===== src/hdl/presence_confirm_qualifier_unit_macros.svh =====
// Assertion helpers shared by the qualifier modules.
`ifndef PRESENCE_CONFIRM_QUALIFIER_UNIT_MACROS_SVH
`define PRESENCE_CONFIRM_QUALIFIER_UNIT_MACROS_SVH

// Same-cycle implication, disabled during reset.
`define PCQ_ASSERT_IMPL(lbl, clk, rst, ante, cons, msg) \
   lbl: assert property (@(posedge clk) disable iff (rst) (ante) |-> (cons)) \
      else $error(msg);

// Next-cycle implication, disabled during reset.
`define PCQ_ASSERT_NEXT(lbl, clk, rst, ante, cons, msg) \
   lbl: assert property (@(posedge clk) disable iff (rst) (ante) |=> (cons)) \
      else $error(msg);

`endif


===== src/hdl/pcq_pkg.sv =====
package pcq_pkg;

   // accumulator width in bits; the accumulators count ms
   localparam int TIME_BITS = 16;
   localparam int CFG_W     = 16;
   localparam int PROG_W    = 10;
   localparam int QUOT_W    = PROG_W;
   localparam int WIDE_W    = ((TIME_BITS > CFG_W) ? TIME_BITS : CFG_W) + 1;
   localparam int DIV_W     = ((TIME_BITS > CFG_W) ? TIME_BITS : CFG_W) + QUOT_W;
   localparam int CNT_W     = $clog2(QUOT_W);

   localparam int APB_DW    = 32;
   localparam int APB_AW    = 5;
   localparam int IDX_W     = APB_AW - 2;

   typedef logic [TIME_BITS-1:0] time_type;
   typedef logic [CFG_W-1:0]     cfg_word_type;
   typedef logic [PROG_W-1:0]    prog_type;

   localparam time_type     TIME_MAX     = '1;
   localparam prog_type     PROG_FULL    = PROG_W'(1000);
   localparam cfg_word_type ELAPSED_MAX  = CFG_W'(1000);
   localparam cfg_word_type INTERVAL_MIN = CFG_W'(50);
   localparam cfg_word_type REQUIRED_MIN = CFG_W'(100);

   typedef enum logic [1:0] {
      CMD_DETECT = 2'd0,
      CMD_ASSIST = 2'd1,
      CMD_REARM  = 2'd2,
      CMD_NOP    = 2'd3
   } cmd_code_type;

   typedef enum logic [IDX_W-1:0] {
      REG_DET_INTERVAL = IDX_W'(0),
      REG_REQ_PRESENCE = IDX_W'(1),
      REG_REQ_ABSENCE  = IDX_W'(2),
      REG_DROPOUT      = IDX_W'(3),
      REG_AUTO_START   = IDX_W'(4)
   } reg_index_type;

   typedef struct packed {
      cfg_word_type detection_interval_ms;
      cfg_word_type required_presence_ms;
      cfg_word_type required_absence_ms;
      cfg_word_type dropout_grace_ms;
      logic         auto_start;
   } cfg_type;

   typedef struct packed {
      logic [1:0]   cmd;
      logic         frame_ok;
      logic         person_detected;
      cfg_word_type elapsed_ms;
      logic         assistant_present;
      logic         assistant_idle;
   } req_type;

   typedef struct packed {
      logic     raw_present;
      logic     locked;
      logic     presence_latched;
      prog_type progress_permille;
      logic     confirm_pulse;
      logic     rearm_pulse;
      logic     start_interaction;
   } rsp_type;

   typedef struct packed {
      logic start;
      logic div_load;
      logic div_step;
      logic load_out;
   } dp_cmd_type;

   typedef struct packed {
      logic div_needed;
   } dp_status_type;

   typedef enum logic [1:0] {
      ST_IDLE,
      ST_PREP,
      ST_DIV,
      ST_FINISH
   } ctrl_state_type;

   function automatic time_type sat_add(time_type a, cfg_word_type d);
      logic [WIDE_W-1:0] s;
      s = WIDE_W'(a) + WIDE_W'(d);
      if (s > WIDE_W'(TIME_MAX)) begin
         return TIME_MAX;
      end
      return s[TIME_BITS-1:0];
   endfunction

   function automatic logic time_ge(time_type t, cfg_word_type c);
      return WIDE_W'(t) >= WIDE_W'(c);
   endfunction

   function automatic logic time_gt(time_type t, cfg_word_type c);
      return WIDE_W'(t) > WIDE_W'(c);
   endfunction

   function automatic cfg_word_type floor_at(cfg_word_type v, cfg_word_type lo);
      return (v < lo) ? lo : v;
   endfunction

endpackage


===== src/hdl/pcq_req_if.sv =====
interface pcq_req_if;
   logic                valid;
   logic                ready;
   logic [1:0]          cmd;
   logic                frame_ok;
   logic                person_detected;
   pcq_pkg::cfg_word_type elapsed_ms;
   logic                assistant_present;
   logic                assistant_idle;

   modport source (
      output valid, cmd, frame_ok, person_detected, elapsed_ms,
             assistant_present, assistant_idle,
      input  ready
   );

   modport sink (
      input  valid, cmd, frame_ok, person_detected, elapsed_ms,
             assistant_present, assistant_idle,
      output ready
   );
endinterface


===== src/hdl/pcq_rsp_if.sv =====
interface pcq_rsp_if;
   logic               valid;
   logic               ready;
   logic               raw_present;
   logic               locked;
   logic               presence_latched;
   pcq_pkg::prog_type  progress_permille;
   logic               confirm_pulse;
   logic               rearm_pulse;
   logic               start_interaction;

   modport source (
      output valid, raw_present, locked, presence_latched, progress_permille,
             confirm_pulse, rearm_pulse, start_interaction,
      input  ready
   );

   modport sink (
      input  valid, raw_present, locked, presence_latched, progress_permille,
             confirm_pulse, rearm_pulse, start_interaction,
      output ready
   );
endinterface


===== src/hdl/pcq_regs.sv =====
module pcq_regs (
   input  logic                         clock,
   input  logic                         reset,
   input  logic                         psel,
   input  logic                         penable,
   input  logic                         pwrite,
   input  logic [pcq_pkg::APB_AW-1:0]   paddr,
   input  logic [pcq_pkg::APB_DW-1:0]   pwdata,
   output logic [pcq_pkg::APB_DW-1:0]   prdata,
   output logic                         pready,
   output pcq_pkg::cfg_type             cfg
);

   pcq_pkg::cfg_type         cfg_ff;
   pcq_pkg::cfg_type         cfg_in;
   logic [pcq_pkg::IDX_W-1:0] index;
   logic                     wr_en;

   assign pready = 1'b1;
   assign index  = paddr[pcq_pkg::APB_AW-1:2];
   assign wr_en  = psel && penable && pwrite && pready;

   always_comb begin
      cfg_in = cfg_ff;
      if (wr_en) begin
         case (index)
            pcq_pkg::REG_DET_INTERVAL: begin
               cfg_in.detection_interval_ms = pwdata[pcq_pkg::CFG_W-1:0];
            end
            pcq_pkg::REG_REQ_PRESENCE: begin
               cfg_in.required_presence_ms = pwdata[pcq_pkg::CFG_W-1:0];
            end
            pcq_pkg::REG_REQ_ABSENCE: begin
               cfg_in.required_absence_ms = pwdata[pcq_pkg::CFG_W-1:0];
            end
            pcq_pkg::REG_DROPOUT: begin
               cfg_in.dropout_grace_ms = pwdata[pcq_pkg::CFG_W-1:0];
            end
            pcq_pkg::REG_AUTO_START: begin
               cfg_in.auto_start = pwdata[0];
            end
            default: begin
            end
         endcase
      end
   end

   always_comb begin
      case (index)
         pcq_pkg::REG_DET_INTERVAL: prdata = pcq_pkg::APB_DW'(cfg_ff.detection_interval_ms);
         pcq_pkg::REG_REQ_PRESENCE: prdata = pcq_pkg::APB_DW'(cfg_ff.required_presence_ms);
         pcq_pkg::REG_REQ_ABSENCE:  prdata = pcq_pkg::APB_DW'(cfg_ff.required_absence_ms);
         pcq_pkg::REG_DROPOUT:      prdata = pcq_pkg::APB_DW'(cfg_ff.dropout_grace_ms);
         pcq_pkg::REG_AUTO_START:   prdata = pcq_pkg::APB_DW'(cfg_ff.auto_start);
         default:                   prdata = '0;
      endcase
   end

   always_ff @(posedge clock) begin
      if (reset) begin
         cfg_ff.detection_interval_ms <= pcq_pkg::CFG_W'(500);
         cfg_ff.required_presence_ms  <= pcq_pkg::CFG_W'(2000);
         cfg_ff.required_absence_ms   <= pcq_pkg::CFG_W'(3000);
         cfg_ff.dropout_grace_ms      <= pcq_pkg::CFG_W'(500);
         cfg_ff.auto_start            <= 1'b1;
      end else begin
         cfg_ff <= cfg_in;
      end
   end

   assign cfg = cfg_ff;

endmodule


===== src/hdl/pcq_ctrl.sv =====
`include "presence_confirm_qualifier_unit_macros.svh"

module pcq_ctrl (
   input  logic                   clock,
   input  logic                   reset,
   input  logic                   req_valid,
   output logic                   req_ready,
   output logic                   rsp_valid,
   input  logic                   rsp_ready,
   input  pcq_pkg::dp_status_type status,
   output pcq_pkg::dp_cmd_type    cmd
);

   pcq_pkg::ctrl_state_type    state_ff;
   pcq_pkg::ctrl_state_type    state_in;
   logic [pcq_pkg::CNT_W-1:0]  count_ff;
   logic [pcq_pkg::CNT_W-1:0]  count_in;
   logic                       rsp_valid_ff;
   logic                       rsp_valid_in;
   logic                       out_free;
   logic                       last_step;

   assign out_free  = !rsp_valid_ff || rsp_ready;
   assign last_step = (count_ff == pcq_pkg::CNT_W'(pcq_pkg::QUOT_W - 1));

   always_comb begin
      state_in     = state_ff;
      count_in     = count_ff;
      cmd          = '0;
      req_ready    = 1'b0;
      rsp_valid_in = rsp_valid_ff && !rsp_ready;
      case (state_ff)
         pcq_pkg::ST_IDLE: begin
            req_ready = 1'b1;
            if (req_valid) begin
               cmd.start = 1'b1;
               state_in  = pcq_pkg::ST_PREP;
            end
         end
         pcq_pkg::ST_PREP: begin
            count_in = '0;
            if (status.div_needed) begin
               cmd.div_load = 1'b1;
               state_in     = pcq_pkg::ST_DIV;
            end else begin
               state_in = pcq_pkg::ST_FINISH;
            end
         end
         pcq_pkg::ST_DIV: begin
            cmd.div_step = 1'b1;
            count_in     = count_ff + 1'b1;
            if (last_step) begin
               state_in = pcq_pkg::ST_FINISH;
            end
         end
         pcq_pkg::ST_FINISH: begin
            if (out_free) begin
               cmd.load_out = 1'b1;
               rsp_valid_in = 1'b1;
               state_in     = pcq_pkg::ST_IDLE;
            end
         end
         default: begin
            state_in = pcq_pkg::ST_IDLE;
         end
      endcase
   end

   always_ff @(posedge clock) begin
      if (reset) begin
         state_ff     <= pcq_pkg::ST_IDLE;
         count_ff     <= '0;
         rsp_valid_ff <= 1'b0;
      end else begin
         state_ff     <= state_in;
         count_ff     <= count_in;
         rsp_valid_ff <= rsp_valid_in;
      end
   end

   assign rsp_valid = rsp_valid_ff;

   `PCQ_ASSERT_NEXT(a_accept_prep, clock, reset, req_valid && req_ready,
      state_ff == pcq_pkg::ST_PREP, "accepted beat did not enter prep")
   `PCQ_ASSERT_NEXT(a_div_end, clock, reset, state_ff == pcq_pkg::ST_DIV && last_step,
      state_ff == pcq_pkg::ST_FINISH, "divider did not finish after last step")
   `PCQ_ASSERT_NEXT(a_finish_out, clock, reset, state_ff == pcq_pkg::ST_FINISH && out_free,
      rsp_valid_ff && state_ff == pcq_pkg::ST_IDLE, "result not posted on finish")

endmodule


===== src/hdl/pcq_dp.sv =====
`include "presence_confirm_qualifier_unit_macros.svh"

module pcq_dp (
   input  logic                   clock,
   input  logic                   reset,
   input  pcq_pkg::cfg_type       cfg,
   input  pcq_pkg::req_type       req,
   input  pcq_pkg::dp_cmd_type    cmd,
   output pcq_pkg::dp_status_type status,
   output pcq_pkg::rsp_type       rsp
);

   pcq_pkg::time_type   presence_ff, presence_in;
   pcq_pkg::time_type   absence_ff, absence_in;
   pcq_pkg::prog_type   progress_ff, progress_in;
   logic                conf_ff, conf_in;
   logic                wait_ff, wait_in;
   logic                raw_ff, raw_in;
   logic                have_ts_ff, have_ts_in;
   logic                div_needed_ff, div_needed_in;
   logic [2:0]          pulse_ff, pulse_in;   // confirm, rearm, start
   pcq_pkg::rsp_type    out_ff;

   logic [pcq_pkg::DIV_W-1:0]  rem_ff, trial_ff;
   logic [pcq_pkg::QUOT_W-1:0] quot_ff;
   logic                       rem_ge;

   pcq_pkg::cfg_word_type delta, need, abs_need;
   logic                  busy, can_start, p_ge;

   assign need     = pcq_pkg::floor_at(cfg.required_presence_ms, pcq_pkg::REQUIRED_MIN);
   assign abs_need = pcq_pkg::floor_at(cfg.required_absence_ms, pcq_pkg::REQUIRED_MIN);
   assign busy      = req.assistant_present && !req.assistant_idle;
   assign can_start = req.assistant_present && req.assistant_idle;

   always_comb begin
      if (have_ts_ff) begin
         delta = (req.elapsed_ms > pcq_pkg::ELAPSED_MAX) ? pcq_pkg::ELAPSED_MAX
                                                        : req.elapsed_ms;
      end else begin
         delta = pcq_pkg::floor_at(cfg.detection_interval_ms, pcq_pkg::INTERVAL_MIN);
      end
   end

   // command update, evaluated on the accepted beat
   always_comb begin
      presence_in   = presence_ff;
      absence_in    = absence_ff;
      progress_in   = progress_ff;
      conf_in       = conf_ff;
      wait_in       = wait_ff;
      raw_in        = raw_ff;
      have_ts_in    = have_ts_ff;
      div_needed_in = 1'b0;
      pulse_in      = 3'b000;
      p_ge          = 1'b0;
      case (req.cmd)
         pcq_pkg::CMD_DETECT: begin
            have_ts_in = 1'b1;
            if (!req.frame_ok) begin
               raw_in      = 1'b0;
               presence_in = '0;
               progress_in = '0;
            end else begin
               raw_in = req.person_detected;
               if (busy) begin
                  wait_in     = 1'b1;
                  presence_in = '0;
                  absence_in  = '0;
                  progress_in = '0;
               end else if (wait_ff) begin
                  presence_in = '0;
                  progress_in = '0;
                  absence_in  = req.person_detected ? '0
                                : pcq_pkg::sat_add(absence_ff, delta);
                  if (pcq_pkg::time_ge(absence_in, abs_need)) begin
                     conf_in     = 1'b0;
                     wait_in     = 1'b0;
                     absence_in  = '0;
                     pulse_in[1] = 1'b1;
                  end
               end else begin
                  if (req.person_detected) begin
                     presence_in = pcq_pkg::sat_add(presence_ff, delta);
                     absence_in  = '0;
                  end else begin
                     absence_in = pcq_pkg::sat_add(absence_ff, delta);
                     if (pcq_pkg::time_gt(absence_in, cfg.dropout_grace_ms)) begin
                        presence_in = '0;
                     end
                  end
                  p_ge = pcq_pkg::time_ge(presence_in, need);
                  // below the target the ratio stays under 1000 and goes to the divider
                  if (p_ge) begin
                     progress_in = pcq_pkg::PROG_FULL;
                  end else begin
                     div_needed_in = 1'b1;
                  end
                  if (!conf_ff && p_ge && (!cfg.auto_start || can_start)) begin
                     conf_in     = 1'b1;
                     wait_in     = 1'b1;
                     pulse_in[0] = 1'b1;
                     pulse_in[2] = cfg.auto_start && can_start;
                  end
               end
            end
         end
         pcq_pkg::CMD_ASSIST: begin
            presence_in = '0;
            absence_in  = '0;
            progress_in = '0;
            if (!req.assistant_idle) begin
               wait_in = 1'b1;
            end else begin
               have_ts_in = 1'b1;
            end
         end
         pcq_pkg::CMD_REARM: begin
            if (!busy) begin
               pulse_in[1] = conf_ff || wait_ff;
               conf_in     = 1'b0;
               wait_in     = 1'b0;
               presence_in = '0;
               absence_in  = '0;
               progress_in = '0;
            end
         end
         default: begin
         end
      endcase
   end

   always_ff @(posedge clock) begin
      if (reset) begin
         presence_ff   <= '0;
         absence_ff    <= '0;
         progress_ff   <= '0;
         conf_ff       <= 1'b0;
         wait_ff       <= 1'b0;
         raw_ff        <= 1'b0;
         have_ts_ff    <= 1'b0;
         div_needed_ff <= 1'b0;
         pulse_ff      <= 3'b000;
      end else if (cmd.start) begin
         presence_ff   <= presence_in;
         absence_ff    <= absence_in;
         progress_ff   <= progress_in;
         conf_ff       <= conf_in;
         wait_ff       <= wait_in;
         raw_ff        <= raw_in;
         have_ts_ff    <= have_ts_in;
         div_needed_ff <= div_needed_in;
         pulse_ff      <= pulse_in;
      end else if (cmd.load_out && div_needed_ff) begin
         progress_ff <= quot_ff;
      end
   end

   // restoring divider: one quotient bit per step, MSB first
   assign rem_ge = (rem_ff >= trial_ff);

   always_ff @(posedge clock) begin
      if (cmd.div_load) begin
         rem_ff   <= pcq_pkg::DIV_W'(presence_ff) * pcq_pkg::DIV_W'(1000);
         trial_ff <= pcq_pkg::DIV_W'(need) << (pcq_pkg::QUOT_W - 1);
         quot_ff  <= '0;
      end else if (cmd.div_step) begin
         if (rem_ge) begin
            rem_ff <= rem_ff - trial_ff;
         end
         trial_ff <= trial_ff >> 1;
         quot_ff  <= {quot_ff[pcq_pkg::QUOT_W-2:0], rem_ge};
      end
   end

   always_ff @(posedge clock) begin
      if (reset) begin
         out_ff <= '0;
      end else if (cmd.load_out) begin
         out_ff.raw_present       <= raw_ff;
         out_ff.locked            <= wait_ff;
         out_ff.presence_latched  <= conf_ff;
         out_ff.progress_permille <= div_needed_ff ? quot_ff : progress_ff;
         out_ff.confirm_pulse     <= pulse_ff[0];
         out_ff.rearm_pulse       <= pulse_ff[1];
         out_ff.start_interaction <= pulse_ff[2];
      end
   end

   assign status.div_needed = div_needed_ff;
   assign rsp               = out_ff;

   `PCQ_ASSERT_IMPL(a_prog_max, clock, reset, 1'b1,
      progress_ff <= pcq_pkg::PROG_FULL, "progress above full scale")
   `PCQ_ASSERT_IMPL(a_confirm_locks, clock, reset, out_ff.confirm_pulse,
      out_ff.locked && out_ff.presence_latched, "confirm without latch and lock")
   `PCQ_ASSERT_IMPL(a_start_confirm, clock, reset, out_ff.start_interaction,
      out_ff.confirm_pulse, "start without confirm")
   `PCQ_ASSERT_IMPL(a_rearm_unlocks, clock, reset, out_ff.rearm_pulse,
      !out_ff.locked && !out_ff.presence_latched, "rearm left block locked")

endmodule


===== src/hdl/presence_confirm_qualifier_unit.sv =====
// Flow: a request beat is accepted in idle and goes to prep; when a progress ratio is
//   needed it runs through the 10-step divider, and the finish step posts the response.
// Issue: a new request is accepted only once the previous response is posted; the serial
//   restoring divider gives one quotient bit per cycle; a held response beat stalls finish.
// Reset: synchronous, active high; clears accumulators, flags and the response
//   valid, and loads the registers with 500, 2000, 3000, 500 and auto_start set.
module presence_confirm_qualifier_unit (
   input  logic                         clock,
   input  logic                         reset,
   pcq_req_if.sink                      req_chan,
   pcq_rsp_if.source                    rsp_chan,
   input  logic                         psel,
   input  logic                         penable,
   input  logic                         pwrite,
   input  logic [pcq_pkg::APB_AW-1:0]   paddr,
   input  logic [pcq_pkg::APB_DW-1:0]   pwdata,
   output logic [pcq_pkg::APB_DW-1:0]   prdata,
   output logic                         pready
);

   pcq_pkg::cfg_type       cfg;
   pcq_pkg::req_type       req;
   pcq_pkg::rsp_type       rsp;
   pcq_pkg::dp_cmd_type    dp_cmd;
   pcq_pkg::dp_status_type dp_status;

   // request payload is only sampled on the accepting edge (cmd.start)
   assign req.cmd               = req_chan.cmd;
   assign req.frame_ok          = req_chan.frame_ok;
   assign req.person_detected   = req_chan.person_detected;
   assign req.elapsed_ms        = req_chan.elapsed_ms;
   assign req.assistant_present = req_chan.assistant_present;
   assign req.assistant_idle    = req_chan.assistant_idle;

   // register file, APB writes complete in the access phase
   pcq_regs u_regs (
      .clock   (clock),
      .reset   (reset),
      .psel    (psel),
      .penable (penable),
      .pwrite  (pwrite),
      .paddr   (paddr),
      .pwdata  (pwdata),
      .prdata  (prdata),
      .pready  (pready),
      .cfg     (cfg)
   );

   // sequencer: accept, prep, divide, finish
   pcq_ctrl u_ctrl (
      .clock     (clock),
      .reset     (reset),
      .req_valid (req_chan.valid),
      .req_ready (req_chan.ready),
      .rsp_valid (rsp_chan.valid),
      .rsp_ready (rsp_chan.ready),
      .status    (dp_status),
      .cmd       (dp_cmd)
   );

   // qualifier state, divider and response register
   pcq_dp u_dp (
      .clock  (clock),
      .reset  (reset),
      .cfg    (cfg),
      .req    (req),
      .cmd    (dp_cmd),
      .status (dp_status),
      .rsp    (rsp)
   );

   // response beat fields straight from the output register
   assign rsp_chan.raw_present       = rsp.raw_present;
   assign rsp_chan.locked            = rsp.locked;
   assign rsp_chan.presence_latched  = rsp.presence_latched;
   assign rsp_chan.progress_permille = rsp.progress_permille;
   assign rsp_chan.confirm_pulse     = rsp.confirm_pulse;
   assign rsp_chan.rearm_pulse       = rsp.rearm_pulse;
   assign rsp_chan.start_interaction = rsp.start_interaction;

endmodule

===== src/flat_wrapper.sv =====
// flat-port wrapper written by rule: the top's interface ports become plain ports
module presence_confirm_qualifier_unit_flat 
  (clock, reset, psel, penable, pwrite, paddr, pwdata, prdata, pready, req_chan_valid, req_chan_cmd, req_chan_frame_ok, req_chan_person_detected, req_chan_elapsed_ms, req_chan_assistant_present, req_chan_assistant_idle, req_chan_ready, rsp_chan_valid, rsp_chan_raw_present, rsp_chan_locked, rsp_chan_presence_latched, rsp_chan_progress_permille, rsp_chan_confirm_pulse, rsp_chan_rearm_pulse, rsp_chan_start_interaction, rsp_chan_ready);
  pcq_req_if req_chan_i ();
  pcq_rsp_if rsp_chan_i ();
  input  logic clock;
  input  logic reset;
  input  logic psel;
  input  logic penable;
  input  logic pwrite;
  input  logic [pcq_pkg::APB_AW-1:0] paddr;
  input  logic [pcq_pkg::APB_DW-1:0] pwdata;
  output logic [pcq_pkg::APB_DW-1:0] prdata;
  output logic pready;
  input wire logic [$bits(req_chan_i.valid)-1:0] req_chan_valid;
  input wire logic [$bits(req_chan_i.cmd)-1:0] req_chan_cmd;
  input wire logic [$bits(req_chan_i.frame_ok)-1:0] req_chan_frame_ok;
  input wire logic [$bits(req_chan_i.person_detected)-1:0] req_chan_person_detected;
  input wire logic [$bits(req_chan_i.elapsed_ms)-1:0] req_chan_elapsed_ms;
  input wire logic [$bits(req_chan_i.assistant_present)-1:0] req_chan_assistant_present;
  input wire logic [$bits(req_chan_i.assistant_idle)-1:0] req_chan_assistant_idle;
  output wire logic [$bits(req_chan_i.ready)-1:0] req_chan_ready;
  output wire logic [$bits(rsp_chan_i.valid)-1:0] rsp_chan_valid;
  output wire logic [$bits(rsp_chan_i.raw_present)-1:0] rsp_chan_raw_present;
  output wire logic [$bits(rsp_chan_i.locked)-1:0] rsp_chan_locked;
  output wire logic [$bits(rsp_chan_i.presence_latched)-1:0] rsp_chan_presence_latched;
  output wire logic [$bits(rsp_chan_i.progress_permille)-1:0] rsp_chan_progress_permille;
  output wire logic [$bits(rsp_chan_i.confirm_pulse)-1:0] rsp_chan_confirm_pulse;
  output wire logic [$bits(rsp_chan_i.rearm_pulse)-1:0] rsp_chan_rearm_pulse;
  output wire logic [$bits(rsp_chan_i.start_interaction)-1:0] rsp_chan_start_interaction;
  input wire logic [$bits(rsp_chan_i.ready)-1:0] rsp_chan_ready;
  assign req_chan_i.valid = req_chan_valid;
  assign req_chan_i.cmd = req_chan_cmd;
  assign req_chan_i.frame_ok = req_chan_frame_ok;
  assign req_chan_i.person_detected = req_chan_person_detected;
  assign req_chan_i.elapsed_ms = req_chan_elapsed_ms;
  assign req_chan_i.assistant_present = req_chan_assistant_present;
  assign req_chan_i.assistant_idle = req_chan_assistant_idle;
  assign req_chan_ready = req_chan_i.ready;
  assign rsp_chan_valid = rsp_chan_i.valid;
  assign rsp_chan_raw_present = rsp_chan_i.raw_present;
  assign rsp_chan_locked = rsp_chan_i.locked;
  assign rsp_chan_presence_latched = rsp_chan_i.presence_latched;
  assign rsp_chan_progress_permille = rsp_chan_i.progress_permille;
  assign rsp_chan_confirm_pulse = rsp_chan_i.confirm_pulse;
  assign rsp_chan_rearm_pulse = rsp_chan_i.rearm_pulse;
  assign rsp_chan_start_interaction = rsp_chan_i.start_interaction;
  assign rsp_chan_i.ready = rsp_chan_ready;
  presence_confirm_qualifier_unit u_core (.clock(clock), .reset(reset), .req_chan(req_chan_i), .rsp_chan(rsp_chan_i), .psel(psel), .penable(penable), .pwrite(pwrite), .paddr(paddr), .pwdata(pwdata), .prdata(prdata), .pready(pready));
endmodule

===== config.mk =====
export PLATFORM = sky130hd
export DESIGN_NAME = presence_confirm_qualifier_unit_flat
export DESIGN_NICKNAME = d
export VERILOG_FILES = /design/src/hdl/pcq_pkg.sv /design/src/hdl/pcq_req_if.sv /design/src/hdl/pcq_rsp_if.sv /design/src/hdl/pcq_regs.sv /design/src/hdl/pcq_ctrl.sv /design/src/hdl/pcq_dp.sv /design/src/hdl/presence_confirm_qualifier_unit.sv /design/src/flat_wrapper.sv
export VERILOG_INCLUDE_DIRS = /design/src /design/src/hdl
export SDC_FILE = /design/constraint.sdc
export NUM_CORES = 1
export LEC_CHECK = 0
export ABC_CLOCK_PERIOD_IN_PS = 26700
export BUFFER_PORTS_ARGS = -buffer_cell sky130_fd_sc_hd__buf_4
export CAP_MARGIN = 10
export CORE_MARGIN = 2
export CORE_UTILIZATION = 35
export DETAILED_ROUTE_END_ITERATION = 10
export PLACE_DENSITY = 0.55
export SLEW_MARGIN = 40
export SYNTH_ARGS = -nofsm -noshare
export SYNTH_HDL_FRONTEND = slang
export SYNTH_HIERARCHICAL = 1
export SYNTH_SLANG_ARGS = --single-unit
export TNS_END_PERCENT = 30

===== constraint.sdc =====
create_clock -name clock -period 26.7 [get_ports clock]
set_input_delay 8.01 -clock clock [delete_from_list [all_inputs] [get_ports clock]]
set_output_delay 8.01 -clock clock [all_outputs]
set_load 0.02 [all_outputs]

# Yosys cells after proc, flatten, opt, wreduce, memory -nomap -nowiden
# Cells that the tools add are included.
# Widths: inputs -> output; s select.
dict set report classes {
  add_sub_neg 4
  multipliers 1
  n_lt_le_gt_ge 10
  n_eq_ne 23
  muxes 117
  n_reduce_logical 42
}
# cell count
set op_table {}
lappend op_table {{$mux 16} 35}
lappend op_table {{$pmux 16 s3} 2}
lappend op_table {{$mux 10} 8}
lappend op_table {{$pmux 16 s5} 1}
lappend op_table {{$mux 26} 3}
lappend op_table {{$mux 1} 54}
lappend op_table {{$mux 25} 2}
lappend op_table {{$add 16x16->17} 2}
lappend op_table {{$gt 17x16->1 const B} 2}
lappend op_table {{$ge 16x16->1} 2}
lappend op_table {{$lt 16x7->1 const B} 2}
lappend op_table {{$pmux 10 s3} 1}
lappend op_table {{$ge 26x25->1} 1}
lappend op_table {{$sub 26x25->26} 1}
lappend op_table {{$mul 16x7->23 const B} 1}
lappend op_table {{$gt 16x10->1 const B} 1}
lappend op_table {{$gt 16x16->1} 1}
lappend op_table {{$lt 16x6->1 const B} 1}
lappend op_table {{$ne 2x2->1 const B} 8}
lappend op_table {{$reduce_and 2->1} 8}
lappend op_table {{$reduce_bool 2->1} 6}
lappend op_table {{$logic_and 1x1->1} 9}
lappend op_table {{$ne 3x3->1 const B} 3}
lappend op_table {{$reduce_and 3->1} 3}
lappend op_table {{other kinds (23)} 40}
dict set report totals {
  ff_bits 199
  inputBits 66
  output_inout_bits 51
  wordCells 226
}

# Depth between registers and ports, before layout
dict set report depth {
  word_depth 32
  ltp_mapped 35
  mapped_depth_nobuf 33
}

# Modules after synthesis
# The synthesis kept the hierarchy.
# module instances cells_each area_per_inst_um2 seq_area_each_um2
set modules_own_cells {}
lappend modules_own_cells {pcq_dp 1 1345 11982.7 2932.8}
lappend modules_own_cells {pcq_regs 1 319 3321.9 1301.2}
lappend modules_own_cells {pcq_ctrl 1 50 435.4 140.1}

# Worst setup path before layout
# Ideal clock, no wire load.
dict set report synth_path {
  path_type {input-to-output}
  startpoint {in paddr[3] in the netlist's numbering}
  endpoint {out prdata[10] in the netlist's numbering}
  arrival_ns 9.030
  t_required_ns 18.690
  setup_slack_ns 9.660
  stages 4
  path_buffers 2
  cell_sequence {buf_4 buf_6 mux4_2 nor2b_1}
}
dict set report synth_via {
  elab_chain_cells 2
  word_cells_on_any_way 6
  classes_between {eq/ne: 4; mux: 1; reduce/logical: 1}
}
# item line
set synth_rtl {}
lappend synth_rtl {{from (decl)} flat_wrapper.sv:11} ;# input logic [pcq_pkg::APB_AW-1:0] paddr;
lappend synth_rtl {{$eq 3x3->1, or another cell as far along} pcq_regs.sv:49} ;# case (index)
lappend synth_rtl {{$pmux 16 s5 (*)} pcq_regs.sv:49}
lappend synth_rtl {{to (decl)} flat_wrapper.sv:13} ;# output logic [pcq_pkg::APB_DW-1:0] prdata;
# Every way passes the cells marked *; elsewhere a longest branch is shown, timed or not.

# Worst setup path in the final report
dict set report layout_path {
  startpoint {in paddr[3] in the netlist's numbering}
  endpoint {out prdata[13] in the netlist's numbering}
}
# Same word-level chain as after synthesis.

==> flow_summary_export.csv <==
group,metric,value,unit
sta,max_slew_margin,43.0,%
finish,nets,2054,
route,routed_wl,43900,um
finish,fill_cells,4472,
synth,synthXorXnorAreaFrac,3.28,%
clock_tree,clk_pin_slew,0.08,ns
die,coreArea,0.0443,mm^2
grt,grt_antenna_before_repair,0,
route,drc,0,
sta,finalSetupViolCount,0,
clock_tree,cts_buffer_depth,2,
sta,hold_violations,0,
synth,synth_simple_gate_area_share,16.2,%
finish,fin_cells,2365,
sta,rsz0062_at_grt,"no",
setup_path,critPathKind,"input pin to output pin",
clock_tree,cts_resized,0,
synth,synth_area,0.0157,mm^2
setup_path,crit_chain,"buf_4, mux4_2, nor2b_1, buf_4",
sta,period_share,65.1,%
synth,avgSynthCellArea,9.18,um^2
placed_design,port-buffer-count,81,
sta,slew_viol_final,0,
synth,async_flop_share,0,%
pwr,leakage,7.90,nW
setup_path,cp_top_family,"multiplexers",
run,maxCapViolCount,0,
sta,max_slew.worst_pin.slew,0.855,ns
clock_tree,cts.hold.buffers_added,0,
pwr,p_per_area,56.2,mW/mm^2
clock_tree,cts_made_buffers,17,
route,wl_per_cell,18.6,um
setup_path,critPathLaunchType,"input pin",
pwr,clkPwrFrac,27.6,%
synth,synthAdderAreaFrac,20.8,%
setup_path,critPathSlowestCell,"mux4_2",
grt,grt_first_pass_wirelength,70200,um
setup_path,critPathMostFrequentCell,"buf_4",
synth,synth_cells,1714,
setup_path,critPathRequiredTime,18.69,ns
grt,grt_pass1_vias,12820,
synth,ys_ff_latch,199,
pwr,internal_power,0.621,mW
grt,grt_overflow,0,
synth,yosys_warnings,6,
clock_tree,root_buffer,"clkbuf_16",
finish,final_area,0.0174,mm^2
finish,multiInputGateArea,0.0106,mm^2
synth,synth-edff-count,39,
route,drt_first_pass_iters,5,
route,drtIter0Drc,825,
synth,synth-seq-area-share,27.8,%
pwr,ir_drop,36.8,uV
die,start_util,35.5,%
synth,synth_top_family_by_area,"adder cells",
pwr,power_frac_comb,34.7,%
setup_path,rr_startpoint,"u_core/u_regs/cfg[58]",
route,ant_nets,0,
route,routed_via_density,5.36,
clock_tree,post_cts_buffers,0,
pwr,pwr-share-seq,37.6,%
clock_tree,cts-htree-levels,4,
sta,hold-worst-slack,0.477,ns
setup_path,cpPeakStageDelay,0.61,ns
synth,synth-main-ff-cell,"dfxtp_1",
pwr,finalPower,0.977,mW
route,vias,12679,
sta,worst_slack,9.33,ns
setup_path,critPathLaunch,"paddr[3]",
die,dieWidth,216,um
die,num_rows,77,
grt,grt_max_degree,82,
sta,fmax,57.6,MHz
finish,finish.utilization,39.3,%
die,ioPinCount,117,
synth,synth-compound-area-share,17.6,%
clock_tree,cts_tree,"done",
finish,regArea,0.00437,mm^2
pwr,swShare,36.5,%
clock_tree,cts_sinks,199,
setup_path,endpoint_kind,"output pin",
pwr,p_switching,0.357,mW
finish,n_antenna_cell,0,
placed_design,dp.cells,2333,
setup_path,arrival,9.36,ns
sta,final.setup_skew,0.0249,ns
status,outcome,"finished, final reports clean",
setup_path,crit_buf_inv,2,
die,die_h,216,um
worst_hold_path,worstHoldStart,"u_core/u_dp/absence_ff[0]",
sta,fin_crit,17.37,ns
synth,yosys.cell_types.count,91,
placed_design,hpwlAfterDp,33200,um
grt,grt_usage,19.0,%
placed_design,place_ws,9.32,ns
sta,fin_tns_setup,0,ns
synth,muxShareOfSynthArea,8.73,%
placed_design,gp_congestion,0.912,
finish,drive_above_1_share,9.87,%
placed_design,placed_area,0.0168,mm^2
die,fp.dieArea,0.0467,mm^2
worst_hold_path,holdCritPathClass,"flop to flop",
clock_tree,clock_latency,0.47,ns
setup_path,cp_max_fo,25,
finish,syn2layout_area_growth,10.6,%
## power groups by stage
| stage | registers (mW) | clock network (mW) | logic [mW] |
|---|---|---|---|
| 6_report | 0.368 | 0.270 | 0.340 |
| 5_1_grt | 0.372 | 0.288 | 0.380 |
| 4_1_cts | 0.368 | 0.276 | 0.341 |
| 3_5_place_dp | 0.375 | 0 | 0.339 |
| 3_3_place_gp | 0.374 | 0 | 0.332 |
| 2_1_floorplan | 0.368 | 0 | 0.253 |
## synth_stat cells (4+ instances only)
| cell | number | share of area, % |
|---|---|---|
| dfxtp_1 | 160 | 20 |
| buf_4 | 20 | 0.95 |
| or4_1 | 4 | 0.19 |
| nand4_1 | 21 | 0.83 |
| or2_2 | 4 | 0.16 |
| a211oi_1 | 22 | 1.0 |
| a22o_1 | 35 | 1.9 |
| nor3_1 | 23 | 0.73 |
| nand2b_1 | 67 | 2.7 |
| mux4_2 | 15 | 2.1 |
| o21a_1 | 16 | 0.76 |
| o31ai_1 | 19 | 0.91 |
| o211ai_1 | 4 | 0.19 |
| ha_1 | 171 | 14 |
| nand3_1 | 12 | 0.38 |
| mux2i_1 | 99 | 6.3 |
| nor2b_1 | 58 | 2.3 |
| a21o_1 | 34 | 1.6 |
| nand3b_1 | 5 | 0.24 |
| o21bai_1 | 11 | 0.52 |
| nand2_1 | 102 | 2.4 |
| buf_2 | 6 | 0.19 |
| xnor2_1 | 29 | 1.6 |
| inv_1 | 115 | 2.7 |
| o311ai_0 | 4 | 0.22 |
| a2111oi_0 | 5 | 0.28 |
| clkbuf_1 | 38 | 0.91 |
| nor2_1 | 144 | 3.4 |
| a211o_1 | 4 | 0.22 |
| and2_1 | 9 | 0.36 |
| o21ai_1 | 8 | 0.25 |
| fa_1 | 57 | 7.2 |
| o21ai_0 | 92 | 2.9 |
| nor4_1 | 5 | 0.20 |
| and3_1 | 11 | 0.44 |
| a21oi_1 | 117 | 3.7 |
| a31oi_1 | 10 | 0.40 |
| buf_6 | 8 | 0.57 |
| and4_1 | 6 | 0.33 |
| edfxtp_1 | 39 | 7.4 |
| xor2_1 | 30 | 1.7 |
| buf_1 | 6 | 0.14 |
## layout by cell type (no fill, tap or decap), types with 19 or more instances in the layout
cell,count
nor2b_1,57
xnor2_1,29
o21ai_0,92
edfxtp_1,39
a22o_1,35
nand4_1,21
dfxtp_1,160
nor2_1,143
xor2_1,30
nand2_1,101
mux2i_1,99
a21oi_1,117
nor3_1,23
buf_4,89
nand2b_1,67
ha_1,171
o31ai_1,19
fa_1,57
a211oi_1,22
inv_1,115
a21o_1,34
## sequential cells by signal, summed over array words and instances, names as in the netlist
signal                   cells
u_core/u_dp/wait_ff          1
u_core/u_ctrl/count_ff       4
u_core/u_dp/raw_ff           1
u_core/u_dp/absence_ff      16
u_core/u_dp/progress_ff     10
u_core/u_dp/pulse_ff         3
u_core/u_dp/conf_ff          1
u_core/u_regs/cfg           65
u_core/u_dp/trial_ff        25
u_core/u_dp/quot_ff         10
u_core/u_dp/presence_ff     16
u_core/u_ctrl/state_ff       2
u_core/u_dp/rsp             16
u_core/u_dp/status           1
u_core/u_ctrl/rsp_valid      1
u_core/u_dp/rem_ff          26
u_core/u_dp/have_ts_ff       1
## cell type report
class                           instances  area share, %
Sequential cell                       199           25.1
Clock inverter                         11          0.618
Clock buffer                           21           2.83
Tap cell                              592           4.26
Timing Repair Buffer                   91           3.97
Inverter                              115           2.48
Multi-Input combinational cell       1336           60.7
## per-layer routing
layer  up-vias  wire length, um  GRT usage [%]
met5         -                0              0
met4         0             1170           6.48
met3        44             1400           2.34
met2       265            21700           33.2
met1      6197            19700           24.2
li1       6173                -              -
## final timing paths
check                                                  end  slack, ns  cells past startpoint
worst max-delay path                            prdata[13]       9.33                      4
worst min register to register   u_core/u_dp/absence_ff[0]       0.48                      2
worst min-delay path             u_core/u_dp/absence_ff[0]       0.48                      2
worst max register to register  u_core/u_dp/progress_ff[8]      18.14                     32
## logic make-up after synthesis
group | after synthesis
buffers and inverters | 194
XOR/XNOR | 59
flip-flops | 199
AND/OR/NAND/NOR | 494
other | 2
AO/OA/AOI/OAI | 420
multiplexers | 118
adder cells (fa/ha/maj) | 228
## worst min-delay path, cell delays in order, from the launching register on
cell	delay (ns)
dfxtp_1	0.34
nand2_1	0.05
o21ai_0	0.06
Power figures use the tool's default switching activity.
